### config.mk
export PLATFORM = sky130hd
export DESIGN_NAME = mts_scan
export DESIGN_NICKNAME = d
export VERILOG_FILES = /design/src/design/mts_scan.sv
export SDC_FILE = /design/constraint.sdc
export NUM_CORES = 1
export LEC_CHECK = 0
export BUFFER_PORTS_ARGS = -buffer_cell sky130_fd_sc_hd__buf_2
export CAP_MARGIN = 20
export CORE_MARGIN = 4
export CORE_UTILIZATION = 65
export CTS_BUF_LIST = sky130_fd_sc_hd__clkbuf_4 sky130_fd_sc_hd__clkbuf_8
export CTS_CLUSTER_DIAMETER = 150
export DETAILED_ROUTE_END_ITERATION = 8
export GPL_ROUTABILITY_DRIVEN = 0
export PLACE_DENSITY = 0.88
export RECOVER_POWER = 100
export REMOVE_ABC_BUFFERS = 1
export SLEW_MARGIN = 25
export SYNTH_ARGS = -nofsm -noshare
export SYNTH_HDL_FRONTEND = slang
export SYNTH_SLANG_ARGS = --single-unit
### constraint.sdc
create_clock -name clk -period 7.6 [get_ports clk]
set_clock_uncertainty 0.05 [all_clocks]
set_input_delay 0.76 -clock clk [delete_from_list [all_inputs] [get_ports clk]]
set_output_delay 0.76 -clock clk [all_outputs]
set_load 0.02 [all_outputs]
### src/design/mts_scan.sv
// cumulative count scan over one table row read from a memory
// issues one column address per cycle and compares the running sum in the cycle after
`default_nettype none
module mts_scan #(
	parameter int N_W = 7,
	parameter int AW  = 22,
	parameter int CW  = 16
) (
	input  logic           clk,
	input  logic           arst_n,
	input  logic           start,
	input  logic [N_W-1:0] n,
	input  logic [AW-1:0]  thr,
	input  logic [CW-1:0]  rdata,
	output logic [N_W-1:0] rd_col,
	output logic           done,
	output logic [N_W-1:0] pick
);

	logic           busy_q;
	logic           done_q;
	logic           vld_s1;
	logic [N_W-1:0] rd_col_q;
	logic [N_W-1:0] col_s1;
	logic [N_W-1:0] n_q;
	logic [N_W-1:0] pick_q;
	logic [AW-1:0]  acc_q;
	logic [AW-1:0]  thr_q;
	logic [AW-1:0]  acc_nx;
	logic           issue;
	logic           hit;
	logic           last;

	assign issue  = busy_q && (rd_col_q < n_q);
	assign acc_nx = acc_q + AW'(rdata);
	assign hit    = acc_nx >= thr_q;
	assign last   = col_s1 == (n_q - N_W'(1));

	always_ff @(posedge clk or negedge arst_n) begin
		if (!arst_n) begin
			busy_q   <= 1'b0;
			done_q   <= 1'b0;
			vld_s1   <= 1'b0;
			rd_col_q <= '0;
			col_s1   <= '0;
			n_q      <= '0;
			pick_q   <= '0;
			acc_q    <= '0;
			thr_q    <= '0;
		end else begin
			done_q <= 1'b0;
			if (start) begin
				busy_q   <= (n != '0);
				vld_s1   <= 1'b0;
				rd_col_q <= '0;
				acc_q    <= '0;
				n_q      <= n;
				thr_q    <= thr;
				if (n == '0) begin
					done_q <= 1'b1;
					pick_q <= '0;
				end
			end else if (busy_q) begin
				vld_s1 <= issue;
				col_s1 <= rd_col_q;
				if (issue) begin
					rd_col_q <= rd_col_q + N_W'(1);
				end
				if (vld_s1) begin
					if (hit || last) begin
						busy_q <= 1'b0;
						vld_s1 <= 1'b0;
						done_q <= 1'b1;
						pick_q <= col_s1;
					end else begin
						acc_q <= acc_nx;
					end
				end
			end
		end
	end

	assign rd_col = rd_col_q;
	assign done   = done_q;
	assign pick   = pick_q;

	a_pick_in_row: assert property (@(posedge clk) disable iff (!arst_n)
		done_q |-> (pick_q < n_q) || (n_q == '0))
		else $error("scan pick outside row");

endmodule
`default_nettype wire

==> results.md <==
- Clock Path Buffers: 2
- Nets: 665
- CP peak stage delay: approximately 570 ps
- RSZ-0062 raised after global routing: no
- Vias in the first global route: approximately 4,100
- Post-synth EDFFs: 0
- Number of routed nets with antenna violations: 0
- Worst Tran Pin Value: 2800 ps
- Power density over the cells: around 270 nW/um^2
- Setup TNS: 0 ps
- Syn-to-layout area delta: 11.5%
- Status: complete, but fails checks
- Min-Delay Path Class: reg -> reg
- Iteration-0 DRC count of the detailed router: around 240
- Hold buffers post-CTS: 0
- Drt drc: 0
- CTS H-tree lvls: 3
- I/O Buffers: 62
- Leak Pwr: roughly 2.6 nW
- Die H: a little over 90 um
- Sink of the worst hold path: pick[1]
- Seq/Total Area, Yosys: 39.7%
- Setup bufs post-CTS: 0
- Core Area: slightly below 7000 um^2
- CTS tree: built
- Std cell rows: 30
- Starting density of the core: between 60% and 70%
- Fmax: 0.177 GHz
- Min cycle time layout: 5650 ps
- CP Class: in -> reg
- Mean routed wirelength per cell: 16.4 um
- CP top delay family: compound AO/OA/AOI/OAI gates
- Hold depth: 2
- Yosys reg bits: between 70 and 80
- Main flop type after synthesis: dfrtp_1
- WHS: between 400 and 500 ps
- Arrival @ worst endpoint: approximately 5800 ps
- Largest net degree at the start of global routing: 75
- Global Route Usage Sum: between 20% and 30%
- Pins Over Slew Limit: 153
- CTS clk-pin slew, worst paths: 80 ps
- Post-CTS Resized: 0
- Worst Setup End Kind: flop
- Via Count: approximately 3,900
- Fin. Hold Viols: 0
- Worst R2R Path Depth: 17
- Most frequent cells in the layout: dfrtp_1, nand2_1, o21ai_0
- Initial antenna violation count: 0
- R2R Path End: pick[4]
- Worst path slowest cell: nor4_1
- Hold path start: pick[1]
- Ys Warns: 0
- Fillers: 499
- Seq. cell area: 1880 um^2
- Ys async rst share: 100%
- Clock sinks: 75
- Post-DP HPWL: 8280 um
- Drt pass-1 iters: 5
- CTS Root Cell: clkbuf_8
- Bufs and invs on worst path: 1
- Most common cell after layout, fill and taps aside: dfrtp_1
- Top-level I/O count: 63
- CP Max Fanout: 15
- Max_cap viols: 3
- Layout cell share with drive strength beyond 1: around an eighth
- Max rail drop VDD: 0.120 mV
- Worst skew pair latency: 350 ps
- Post-synthesis instance total: about 510
- Area taken by multi-input logic gates: about 2600 um^2
- Syn avg cell area: roughly 9.3 um^2
- Crit-path cells: buf_2, ha_1, a21o_1, a21oi_1, o21ai_0, a2111o_1, a211oi_1, or2b_2, xnor2_1, ha_1, nand4_1, nor4_1, nand2_1, o21ai_0, or3_1, nand3_1, nand3_1, o21ai_0
- Total gr overflow: 0
- Final wirelength: approximately 11,000 um
- Slew headroom: -86.8%
- Period utilisation layout: about three quarters
- Synth cell types: between 60 and 70
- Final core occ: between 70% and 80%
- Final setup vio count: 0
- CP most frequent cell: o21ai_0
- Die width: between 90 and 100 um
- Post-Synthesis Cell Area: ~4700 um^2
- Inserted Diodes: 0
- Register-to-register setup slack: roughly 2100 ps
- First-pass GRT wire length: ~19,000 um
- Startpoint Class: input port
- CP Data Required Time: 7760 ps
- Failing checks: max-capacitance violations, max-slew violations
- Die area: between 8000 and 9000 um^2
- Post-DR vias/cell: roughly 5.9
- Critical R2R Launch: acc_q[7]
- Num CTS Buffers: 9
-- cells in the mapped netlist (2+ instances only) --
master     n  area (um^2)
a211o_1    3         26.3
a211oi_1   4         30.0
a211oi_2   2         25.0
a21o_1     7         52.6
a21oi_1   22          110
a21oi_2    2         17.5
a22o_1    14          123
and4_1     3         26.3
buf_2      2         10.0
buf_4      2         15.0
clkbuf_1  10         37.5
dfrtp_1   75         1880
ha_1      46          576
inv_1     46          173
mux2_4     2         30.0
mux2i_1    2         20.0
nand2_1   65          244
nand2b_1   5         31.3
nand3_1   21          105
nand4_1    4         25.0
nor2_1    21         78.8
nor2b_1    5         31.3
nor3_1     6         30.0
nor4_1     4         25.0
nor4_2     2         25.0
o21a_1     5         37.5
o21ai_0   52          260
o21ai_1    7         35.0
o31a_1     3         26.3
or3_1      3         18.8
xnor2_1   22          193
xor2_1    10         87.6
-- where the power goes --
group | internal, mW | switching, mW | leakage (nW) | total, mW
combinational | 0.225 | 0.330 | 1.47 | 0.555
sequential | 0.453 | 0.0436 | 0.972 | 0.496
clock | 0.206 | 0.148 | 0.116 | 0.354
-- worst max path at each step --
stage                  start         to  slack, ps  cells after the start
global placement    rdata[7]  acc_q[20]       2050                     19
CTS                 rdata[1]  acc_q[20]       2160                     19
global route        rdata[7]    pick[1]       1450                     18
detailed placement  rdata[7]  acc_q[20]       1890                     19
finish              rdata[7]    pick[4]       1950                     18
floorplan           rdata[7]  acc_q[20]       1690                     17
-- tightest hold or removal path, delay by kind of cell (launching register included) --
kind	cells	cell delay [ps]
AOI/OAI and AO/OA	1	70
DFF	1	340
and+or+nand+nor	1	60
-- through the flow --
step	std cells	setup slack (ps)	power, mW	area, um^2
2_1_floorplan	494	1690	0.900	4660
3_5_place_dp	655	1890	1.06	5110
3_3_place_gp	655	2050	1.03	5110
4_1_cts	671	2160	1.42	5350
6_report	671	1950	1.41	5270
5_1_grt	671	1450	1.50	5270
-- cells by family after synthesis --
family	Yosys count	synth area share [%]
AOI/OAI and AO/OA	138	19.4
adders and majority gates	47	12.6
muxes	5	1.30
DFF	75	39.7
and+or+nand+nor	151	15.9
xor gates and xnor gates	32	5.93
buffers and inverters	61	5.21
-- sequential cells by signal, summed over array words and instances (netlist names) --
name    cells
acc_q      22
col_s1      7
vld_s1      1
n_q         7
done        1
rd_col      7
thr_q      22
busy_q      1
pick        7
-- area by class of cell --
type                            count  area share [%]
Multi-Input combinational cell    373            48.7
Tap cell                           96            2.28
Clock inverter                      4            1.38
Inverter                           46            3.27
Timing Repair Buffer               65            5.79
Sequential cell                    75            35.6
Clock buffer                       12            3.01
-- routing by layer --
layer,share of wire [%],vias to the layer above,track usage (%)
li1,-,1905,-
met1,42,1884,33.1
met2,50,126,46.2
met3,5.1,31,4.02
met4,2.9,0,13.1
met5,0,-,0
(Power assumes the default switching activity.)
