File: config.mk
export PLATFORM = sky130hd
export DESIGN_NAME = mts_divrem
export DESIGN_NICKNAME = d
export VERILOG_FILES = /design/src/design/mts_divrem.sv
export SDC_FILE = /design/constraint.sdc
export NUM_CORES = 1
export LEC_CHECK = 0
export CORE_MARGIN = 10
export CORE_UTILIZATION = 60
export DETAILED_ROUTE_END_ITERATION = 8
export DONT_BUFFER_PORTS = 1
export GPL_ROUTABILITY_DRIVEN = 0
export HOLD_SLACK_MARGIN = 0.03
export MAX_ROUTING_LAYER = met4
export PLACE_DENSITY = 0.85
export SETUP_SLACK_MARGIN = 0.5
export SKIP_CTS_REPAIR_TIMING = 1
export SLEW_MARGIN = 0
export SYNTH_ARGS = -nofsm -noshare
export SYNTH_HDL_FRONTEND = slang
export SYNTH_SLANG_ARGS = --single-unit
File: constraint.sdc
create_clock -name clk -period 8 [get_ports clk]
set_input_delay 2.4 -clock clk [delete_from_list [all_inputs] [get_ports clk]]
set_output_delay 2.4 -clock clk [all_outputs]
set_load 0.01 [all_outputs]
File: src/design/mts_divrem.sv
// iterative restoring remainder unit, one numerator bit per cycle
// no dependencies
`default_nettype none
module mts_divrem #(
	parameter int NUM_W = 31,
	parameter int DEN_W = 22
) (
	input  logic             clk,
	input  logic             arst_n,
	input  logic             start,
	input  logic [NUM_W-1:0] numer,
	input  logic [DEN_W-1:0] denom,
	output logic             done,
	output logic [DEN_W-1:0] rem
);

	localparam int CNT_W = (NUM_W > 1) ? $clog2(NUM_W) : 1;

	logic             busy_q;
	logic             done_q;
	logic [CNT_W-1:0] cnt_q;
	logic [NUM_W-1:0] num_q;
	logic [DEN_W-1:0] den_q;
	logic [DEN_W-1:0] rem_q;
	logic [DEN_W:0]   shifted;
	logic [DEN_W:0]   den_x;
	logic [DEN_W:0]   diff;
	logic [DEN_W-1:0] rem_nx;

	assign shifted = {rem_q, num_q[NUM_W-1]};
	assign den_x   = {1'b0, den_q};
	assign diff    = shifted - den_x;
	assign rem_nx  = (shifted >= den_x) ? diff[DEN_W-1:0] : shifted[DEN_W-1:0];

	always_ff @(posedge clk or negedge arst_n) begin
		if (!arst_n) begin
			busy_q <= 1'b0;
			done_q <= 1'b0;
			cnt_q  <= '0;
			num_q  <= '0;
			den_q  <= '0;
			rem_q  <= '0;
		end else begin
			done_q <= 1'b0;
			if (start) begin
				busy_q <= 1'b1;
				cnt_q  <= '0;
				num_q  <= numer;
				den_q  <= denom;
				rem_q  <= '0;
			end else if (busy_q) begin
				rem_q <= rem_nx;
				num_q <= num_q << 1;
				cnt_q <= cnt_q + CNT_W'(1);
				if (cnt_q == CNT_W'(NUM_W - 1)) begin
					busy_q <= 1'b0;
					done_q <= 1'b1;
				end
			end
		end
	end

	assign done = done_q;
	assign rem  = rem_q;

	a_rem_below_den: assert property (@(posedge clk) disable iff (!arst_n)
		done_q && den_q != '0 |-> rem_q < den_q)
		else $error("remainder not below divisor");

endmodule
`default_nettype wire

==> impl_results.md, run 1 <==
- CP Capture Type: output port
- Cells after Synth: a little over 500
- Clock skew: 0.006415 ns
- VDD IR max: about 0.14 mV
- CTS buffer count: 9
- IO buf count: 0
- Die area: ~12000 um2
- H-tree levels: 3
- First-pass GRT wire length: 16660 um
- Final worst-path cycle share: 0.4105
- Status: finished, final reports clean
- Layout cells sized above 1: 0.04790
- Io pins: 79
- Hold WC Path Type: flip-flop to flip-flop
- Finished Layout Cells: 603
- CP startpoint kind: flip-flop
- FF-to-FF End: rem[15]
- Crit path launch: rem[21]
- Chip height: ~110 um
- Nets: 577
- Yosys warnings: 0
- Number of flops mapped to enable cells by yosys: 0
- Fin util: 0.6433
- Total GRT Usage: 0.1762
- #FFs+latches synth: slightly above 80
- Filler instances: 657
- Sink Count: between 80 and 90
- CTS Root Cell: clkbuf_8
- Leakage: roughly 0.0026 uW
- Netlist cell types: 50
- RSZ-0062 raised after global routing: no
- Via density: between 5 and 6
- Largest net degree at the start of global routing: ~140
- Setup TNS: 0 ns
- Initial antenna violation count: 0
- Area delta synth->final: 3.869%
- Final hold vios: 0
- Post-route DRC: 0
- Worst-path clk slew: around 0.080 ns
- Post-synthesis sequential area ratio: 0.4288
- Worst hold slack: slightly above 0.5 ns
- DP Wirelength: approximately 7000 um
- Vias in the first global route: between 3000 and 4000
- Worst Max-Slew Pin Slew: between 1 and 1.5 ns
- Dpl ws: 4.795 ns
- R2r startpoint: rem[15]
- Hold_sp: den_q[0]
- Core Area: approximately 7700 um2
- Register area: 2056 um2
- Critical path depth in cells: 0
- Worst-skew pair later-pin latency: around 0.35 ns
- Multi-input gate area: 2475 um2
- Net Count, Synth: 599
- Final WL: slightly below 10000 um
- Maximum clock frequency: between 300 and 400 MHz
- R2R cell count: 10
- WL/cell: approximately 16 um
- Width of the die: 109.3 um
- Asr flop ratio synth: 1.000
- Critical path fanouts, max: 4
- Internal reg-to-reg setup slack: between 4 and 5 ns
- First DRT Iteration DRCs: between 100 and 150
- Final ANT Viol Nets: 0
- Congestion Overflow GR: 0
- Total of max-cap violations: 0
- Kind of critical path: flip-flop to output port
- Relative slew margins: 0.3332
- Placed cell count: a little under 600
- CP Capture Point: rem[21]
- Worst Slack Setup Final: around 4.7 ns
- Pwr/cell area: roughly 170 nW/um2
- Final setup fails: 0
- Top FF cell, synth: dfrtp_1
- Arrival @ worst endpoint: around 0.9 ns
- Vias: approximately 3500
- Area of the mapped netlist: 4786 um2
- Crit path required time: 5.60 ns
- CTS tree: yes
- Clock buffer depth: 2
- Max Transition Viols Final: 0
- Number of diodes: 0
- Initial Util: 0.6193
- Cell Rows: 32
- Avg Synthesized Cell Area: ~9.2 um2
- Drt first pass iters: 4
- Final min period: 3.284 ns
-- where the power goes --
| part | leakage (uW) | switching, uW | internal, uW |
|---|---|---|---|
| Clock | 0.0000966 | 148 | 153 |
| Sequential | 0.00104 | 13.3 | 440 |
| Combinational | 0.00144 | 54.2 | 43.2 |
| Total | 0.00258 | 216 | 636 |
-- per-layer routing --
layer  vias up  global-route usage  share of wire
met5         -                   -              0
met4         0             0.05762          0.018
met3        17             0.06905          0.084
met2        84              0.2763           0.48
met1      1588              0.2040           0.42
li1       1771                   -              -
-- metrics by stage --
| stage | instance area [um2] | total power [uW] |
|---|---|---|
| final | 4971 | 851.9 |
| after global routing | 4971 | 897.3 |
| after CTS | 4971 | 860.3 |
| after detailed placement | 4775 | 559.0 |
| after global placement | 4775 | 553.0 |
| after floorplan | 4786 | 546.7 |
-- state kept, by name, indices dropped and copies added, names as in the netlist --
name    count
num_q      31
den_q      22
rem        22
cnt_q       5
busy_q      1
done        1
-- kinds of logic (layout without fill, tap and decap cells) --
family                     count (synthesis)  after routing  share of synthesized area
DFF                                       82             82                     0.4288
adders and majority gates                 25             25                    0.06693
muxes                                     44             44                    0.09255
and+or+nand+nor                          135            135                     0.1231
xor gates and xnor gates                  23             23                    0.04209
buffers and inverters                     63             46                    0.05412
AOI/OAI and AO/OA                        146            146                     0.1924
-- layout make-up --
type,count,area share
clock inverter,4,0.01032
sequential,82,0.4135
tap,102,0.02567
timing repair buffer,1,0.001510
inverter,29,0.02190
multi-input combinational,373,0.4979
clock buffer,12,0.02920
-- placed cells by master (no fill, tap or decap), types with 2 or more instances in the layout --
master,synthesis,layout
a31oi_1,3,3
nor3_1,4,4
dfrtp_1,82,81
xnor2_1,14,14
inv_1,29,29
nor3b_1,2,2
a21oi_1,27,27
nand2_1,61,61
xor2_1,9,9
a211oi_1,24,24
nor4b_1,2,2
a21boi_0,2,2
o21a_1,2,2
nor2_1,44,44
o21ba_2,2,2
clkbuf_8,0,10
o31ai_1,2,2
mux2i_1,42,42
ha_1,24,24
clkbuf_1,25,2
o21ai_0,56,56
o211ai_1,3,3
nand4_1,7,7
o21bai_1,3,3
a21o_1,11,11
nand2b_1,2,2
mux2_2,2,2
nor2b_1,3,3
nand3_1,5,5
-- synth_stat cells (all sizes together) (4+ instances only) --
master	count	area, um2
nor3	4	20.02
a211oi	25	192.7
xor2	9	78.83
clkbuf	26	98.84
ha	24	300.3
a21o	11	82.58
nand3	5	25.02
inv	29	108.9
dfrtp	82	2052
nor2	44	165.2
buf	8	51.30
o21ai	57	285.3
a21oi	27	135.1
nand2	61	229.0
nand4	7	43.79
xnor2	14	122.6
mux2i	42	420.4
-- worst min-delay path by stage --
| stage | to | slack (ns) | cells past startpoint |
|---|---|---|---|
| after global placement | den_q[0] | 0.50 | 1 |
| after detailed placement | den_q[0] | 0.51 | 1 |
| after CTS | den_q[0] | 0.53 | 1 |
| after global routing | den_q[19] | 0.55 | 2 |
| after floorplan | den_q[0] | 0.48 | 1 |
| final | den_q[0] | 0.52 | 1 |
No activity file was read; power rests on OpenSTA's default activity.
==> run 2: changes to the inputs <==
--- a/config.mk
+++ b/config.mk
@@ -5,8 +5,9 @@
 export SDC_FILE = /design/constraint.sdc
 export NUM_CORES = 1
 export LEC_CHECK = 0
+export ABC_AREA = 1
 export CORE_MARGIN = 10
-export CORE_UTILIZATION = 60
+export CORE_UTILIZATION = 58
 export DETAILED_ROUTE_END_ITERATION = 8
 export DONT_BUFFER_PORTS = 1
 export GPL_ROUTABILITY_DRIVEN = 0
==> constraint.sdc (replaced) <==
create_clock -name clk -period 2.7 [get_ports clk]
set_input_delay 0.81 -clock clk [delete_from_list [all_inputs] [get_ports clk]]
set_output_delay 0.81 -clock clk [all_outputs]
set_load 0.01 [all_outputs]
==> impl_results.md, run 2 <==
- CP startpoint kind: flip-flop (unchanged)
- Initial Util: 0.6001 (was 0.6193)
- Post-synthesis sequential area ratio: 0.3902 (was 0.4288)
- VDD IR max: 0.4493 mV (was 0.1392 mV)
- Via density: 5.708 (was 5.738)
- Number of diodes: 0 (unchanged)
- Most common cell on crit path: nand2_1
- Worst Slack Setup Final: 0.5987 ns (was 4.716 ns)
- Setup TNS: 0 ns (unchanged)
- Worst-path clk slew: 0.10 ns (was 0.08 ns)
- Critical-path cell list: ha_4 -> nand2_1 -> nor2_4 -> nand2_1 -> nor2_1 -> nand2_1 -> nand4_4 -> buf_12 -> nand3_1 -> nand3_1 -> nand2_1
- Top cells by count, synth: 238 x nand2_1, 138 x inv_1, 82 x dfrtp_1, 58 x nand3_1, 32 x o21ai_0 (was 82 x dfrtp_1, 61 x nand2_1, 56 x o21ai_0, 44 x nor2_1, 42 x mux2i_1)
- Placed cell areas: 5314 um2 (was 4775 um2)
- CTS tree: yes (unchanged)
- Layout cells sized above 1: 0.1149 (was 0.04790)
- Cells after Synth: 731 (was 518)
- Net Count, Synth: 812 (was 599)
- Io pins: 79 (unchanged)
- Largest Register: num_q (unchanged)
- Asr flop ratio synth: 1.000 (unchanged)
- Status: finished, final reports clean (unchanged)
- Sink Count: 82 (unchanged)
- Chip height: 115.2 um (was 109.3 um)
- Max FFs per register: 31 (unchanged)
- Yosys warnings: 0 (unchanged)
- Arrival @ worst endpoint: 2.38 ns (was 0.88 ns)
- Top-count cell post-synth: nand2_1 (was dfrtp_1)
- R2r startpoint: rem[5] (was rem[15])
- Dpl ws: 0.3513 ns (was 4.795 ns)
- Vias: 4789 (was 3460)
- Cell taking the most area after synthesis: dfrtp_1 (unchanged)
- Cell Rows: 34 (was 32)
- Commonest cells after routing, fill and taps aside: 237 x nand2_1, 137 x inv_1, 72 x dfrtp_1, 57 x nand3_1, 32 x o21ai_0 (was 81 x dfrtp_1, 61 x nand2_1, 56 x o21ai_0, 44 x nor2_1, 42 x mux2i_1)
- Final ANT Viol Nets: 0 (unchanged)
- Top post-synthesis cells by area: dfrtp_1 39%, nand2_1 17%, inv_1 9.9% (was dfrtp_1 43%, mux2i_1 8.8%, ha_1 6.3%)
- Clock buffer depth: 2 (unchanged)
- Filler instances: 725 (was 657)
- Clock skew: 0.01654 ns (was 0.006415 ns)
- Initial antenna violation count: 0 (unchanged)
- Commonest non-fill, non-tap cell in the layout: nand2_1 (was dfrtp_1)
- Hold WC Path Type: input port to asynchronous set/reset pin (was flip-flop to flip-flop)
- CTS buffer count: 9 (unchanged)
- Critical Path Max Stage Delay: about 0.47 ns
- Crit path required time: 2.98 ns (was 5.60 ns)
- DP Wirelength: 9591 um (was 6798 um)
- Area delta synth->final: 11.18% (was 3.869%)
- Congestion Overflow GR: 0 (unchanged)
- Fin util: 0.6672 (was 0.6433)
- RSZ-0062 raised after global routing: yes (was no)
- Design area: 5847 um2 (was 4971 um2)
- First DRT Iteration DRCs: 194 (was 112)
- CP Capture Type: flip-flop (was output port)
- #FFs+latches synth: 82 (unchanged)
- Crit path launch: rem[5] (was rem[21])
- Total of max-cap violations: 0 (unchanged)
- Maximum clock frequency: ~480 MHz
- Worst hold slack: 0.1108 ns (was 0.5180 ns)
- Pwr/cell area: 1055 nW/um2 (was 171.4 nW/um2)
- Slowest cell on the critical path: dfrtp_1
- Die area: 13280 um2 (was 11950 um2)
- Leakage: 0.002984 uW (was 0.002577 uW)
- Top FF cell, synth: dfrtp_1 (unchanged)
- CP delay by family, top: simple AND/OR/NAND/NOR gates
- Width of the die: 115.2 um (was 109.3 um)
- Avg Synthesized Cell Area: 7.194 um2 (was 9.239 um2)
- Synth top area share: 0.3902 (was 0.4288)
- WL/cell: 15.96 um (was 16.12 um)
- FF-to-FF End: rem[20] (was rem[15])
- Drt first pass iters: 5 (was 4)
- Worst Path Buf+Inv: 1
- CP Capture Point: rem[20] (was rem[21])
- Critical path depth in cells: 11 (was 0)
- Largest net degree at the start of global routing: 83 (was 136)
- R2R cell count: 11 (was 10)
- Final WL: 13390 um (was 9722 um)
- CTS Root Cell: clkbuf_8 (unchanged)
- Core Area: 8763 um2 (was 7727 um2)
- First-pass GRT wire length: 21810 um (was 16660 um)
- Netlist cell types: 32 (was 50)
- Relative slew margins: 0.7957 (was 0.3332)
- Post-route DRC: 0 (unchanged)
- Final min period: between 2 and 2.5 ns
- Worst Max-Slew Pin Slew: 0.3064 ns (was 1.000 ns)
- Final worst-path cycle share: 0.7783
- Vias in the first global route: 4773 (was 3545)
- H-tree levels: 3 (unchanged)
- Worst-skew pair later-pin latency: 0.38 ns (was 0.35 ns)
- Total GRT Usage: 0.2070 (was 0.1762)
- Number of flops mapped to enable cells by yosys: 0 (unchanged)
- Critical path fanouts, max: 19 (was 4)
- Kind of critical path: flip-flop to flip-flop (was flip-flop to output port)
- Internal reg-to-reg setup slack: 0.60 ns (was 4.76 ns)
- Final hold vios: 0 (unchanged)
- Area of the mapped netlist: 5259 um2 (was 4786 um2)
- Max Transition Viols Final: 0 (unchanged)
- Final setup fails: 0 (unchanged)
- Nets: 807 (was 577)
- IO buf count: 0 (unchanged)
[run 2: changes by cell type after synthesis, sizes merged, moves of 12 or more]
cell / previous run / this run
nand2: 61 / 249
o21ai: 57 / 36
clkbuf: 26 / 14
inv: 29 / 138
nand3: 5 / 59
mux2i: 42 / 0
a211oi: 25 / 0
o221ai: 0 / 30
nor2: 44 / 31
[run 2: metrics by stage]
step / power [uW] / cells
after floorplan: 4126 / 731
after global placement: 4584 / 822
after detailed placement: 4706 / 822
after CTS: 5683 / 838
after global routing: 6659 / 839
final: 6168 / 839
[run 2: power by group]
group | internal [uW] | switching, uW | total (uW)
clock | 444 | 529 | 972
combinational | 1360 | 2030 | 3390
sequential | 1460 | 342 | 1810
total | 3270 | 2900 | 6170
[run 2: worst min-delay path by stage]
stage / from / end / slack, ns / cells after the start
global placement: cnt_q[4] / cnt_q[4] / 0.45 / 1
finish: arst_n / rem[9] / 0.11 / 0
detailed placement: cnt_q[4] / cnt_q[4] / 0.49 / 1
floorplan: cnt_q[4] / cnt_q[4] / 0.43 / 1
global route: arst_n / den_q[1] / 0.10 / 0
CTS: arst_n / den_q[6] / 0.10 / 0
[run 2: kinds of logic after synthesis]
group / Yosys count / share of synthesized area
buffers and inverters: 163 / 0.1247
and+or+nand+nor: 364 / 0.3010
DFF: 82 / 0.3902
adders and majority gates: 25 / 0.06091
xor gates and xnor gates: 9 / 0.01499
AOI/OAI and AO/OA: 88 / 0.1083
[run 2: cell type report]
| type | instances | area (um2) | share of cell area |
|---|---|---|---|
| multi-input cells | 486 | 2841 | 0.4860 |
| flip-flops and latches | 82 | 2064 | 0.3531 |
| inverters | 139 | 523.0 | 0.08945 |
| well taps | 108 | 135.1 | 0.02311 |
| clock buffers | 9 | 123.9 | 0.02119 |
| clock inverters | 7 | 82.58 | 0.01412 |
| repair buffers | 8 | 76.32 | 0.01305 |
[run 2: metal layers]
layer	share of wire	global-route usage	routed length, um
met5	0	-	0
met4	0.030	0.1015	408
met3	0.085	0.05104	1134
met2	0.48	0.3224	6375
met1	0.41	0.2453	5469
[run 2: worst register-to-register path, delay by kind of cell (launching register included)]
kind                       cells  cell delay (ns)
adders and majority gates      1             0.33
buffers and inverters          1             0.17
DFF                            1             0.47
and+or+nand+nor                9             1.04
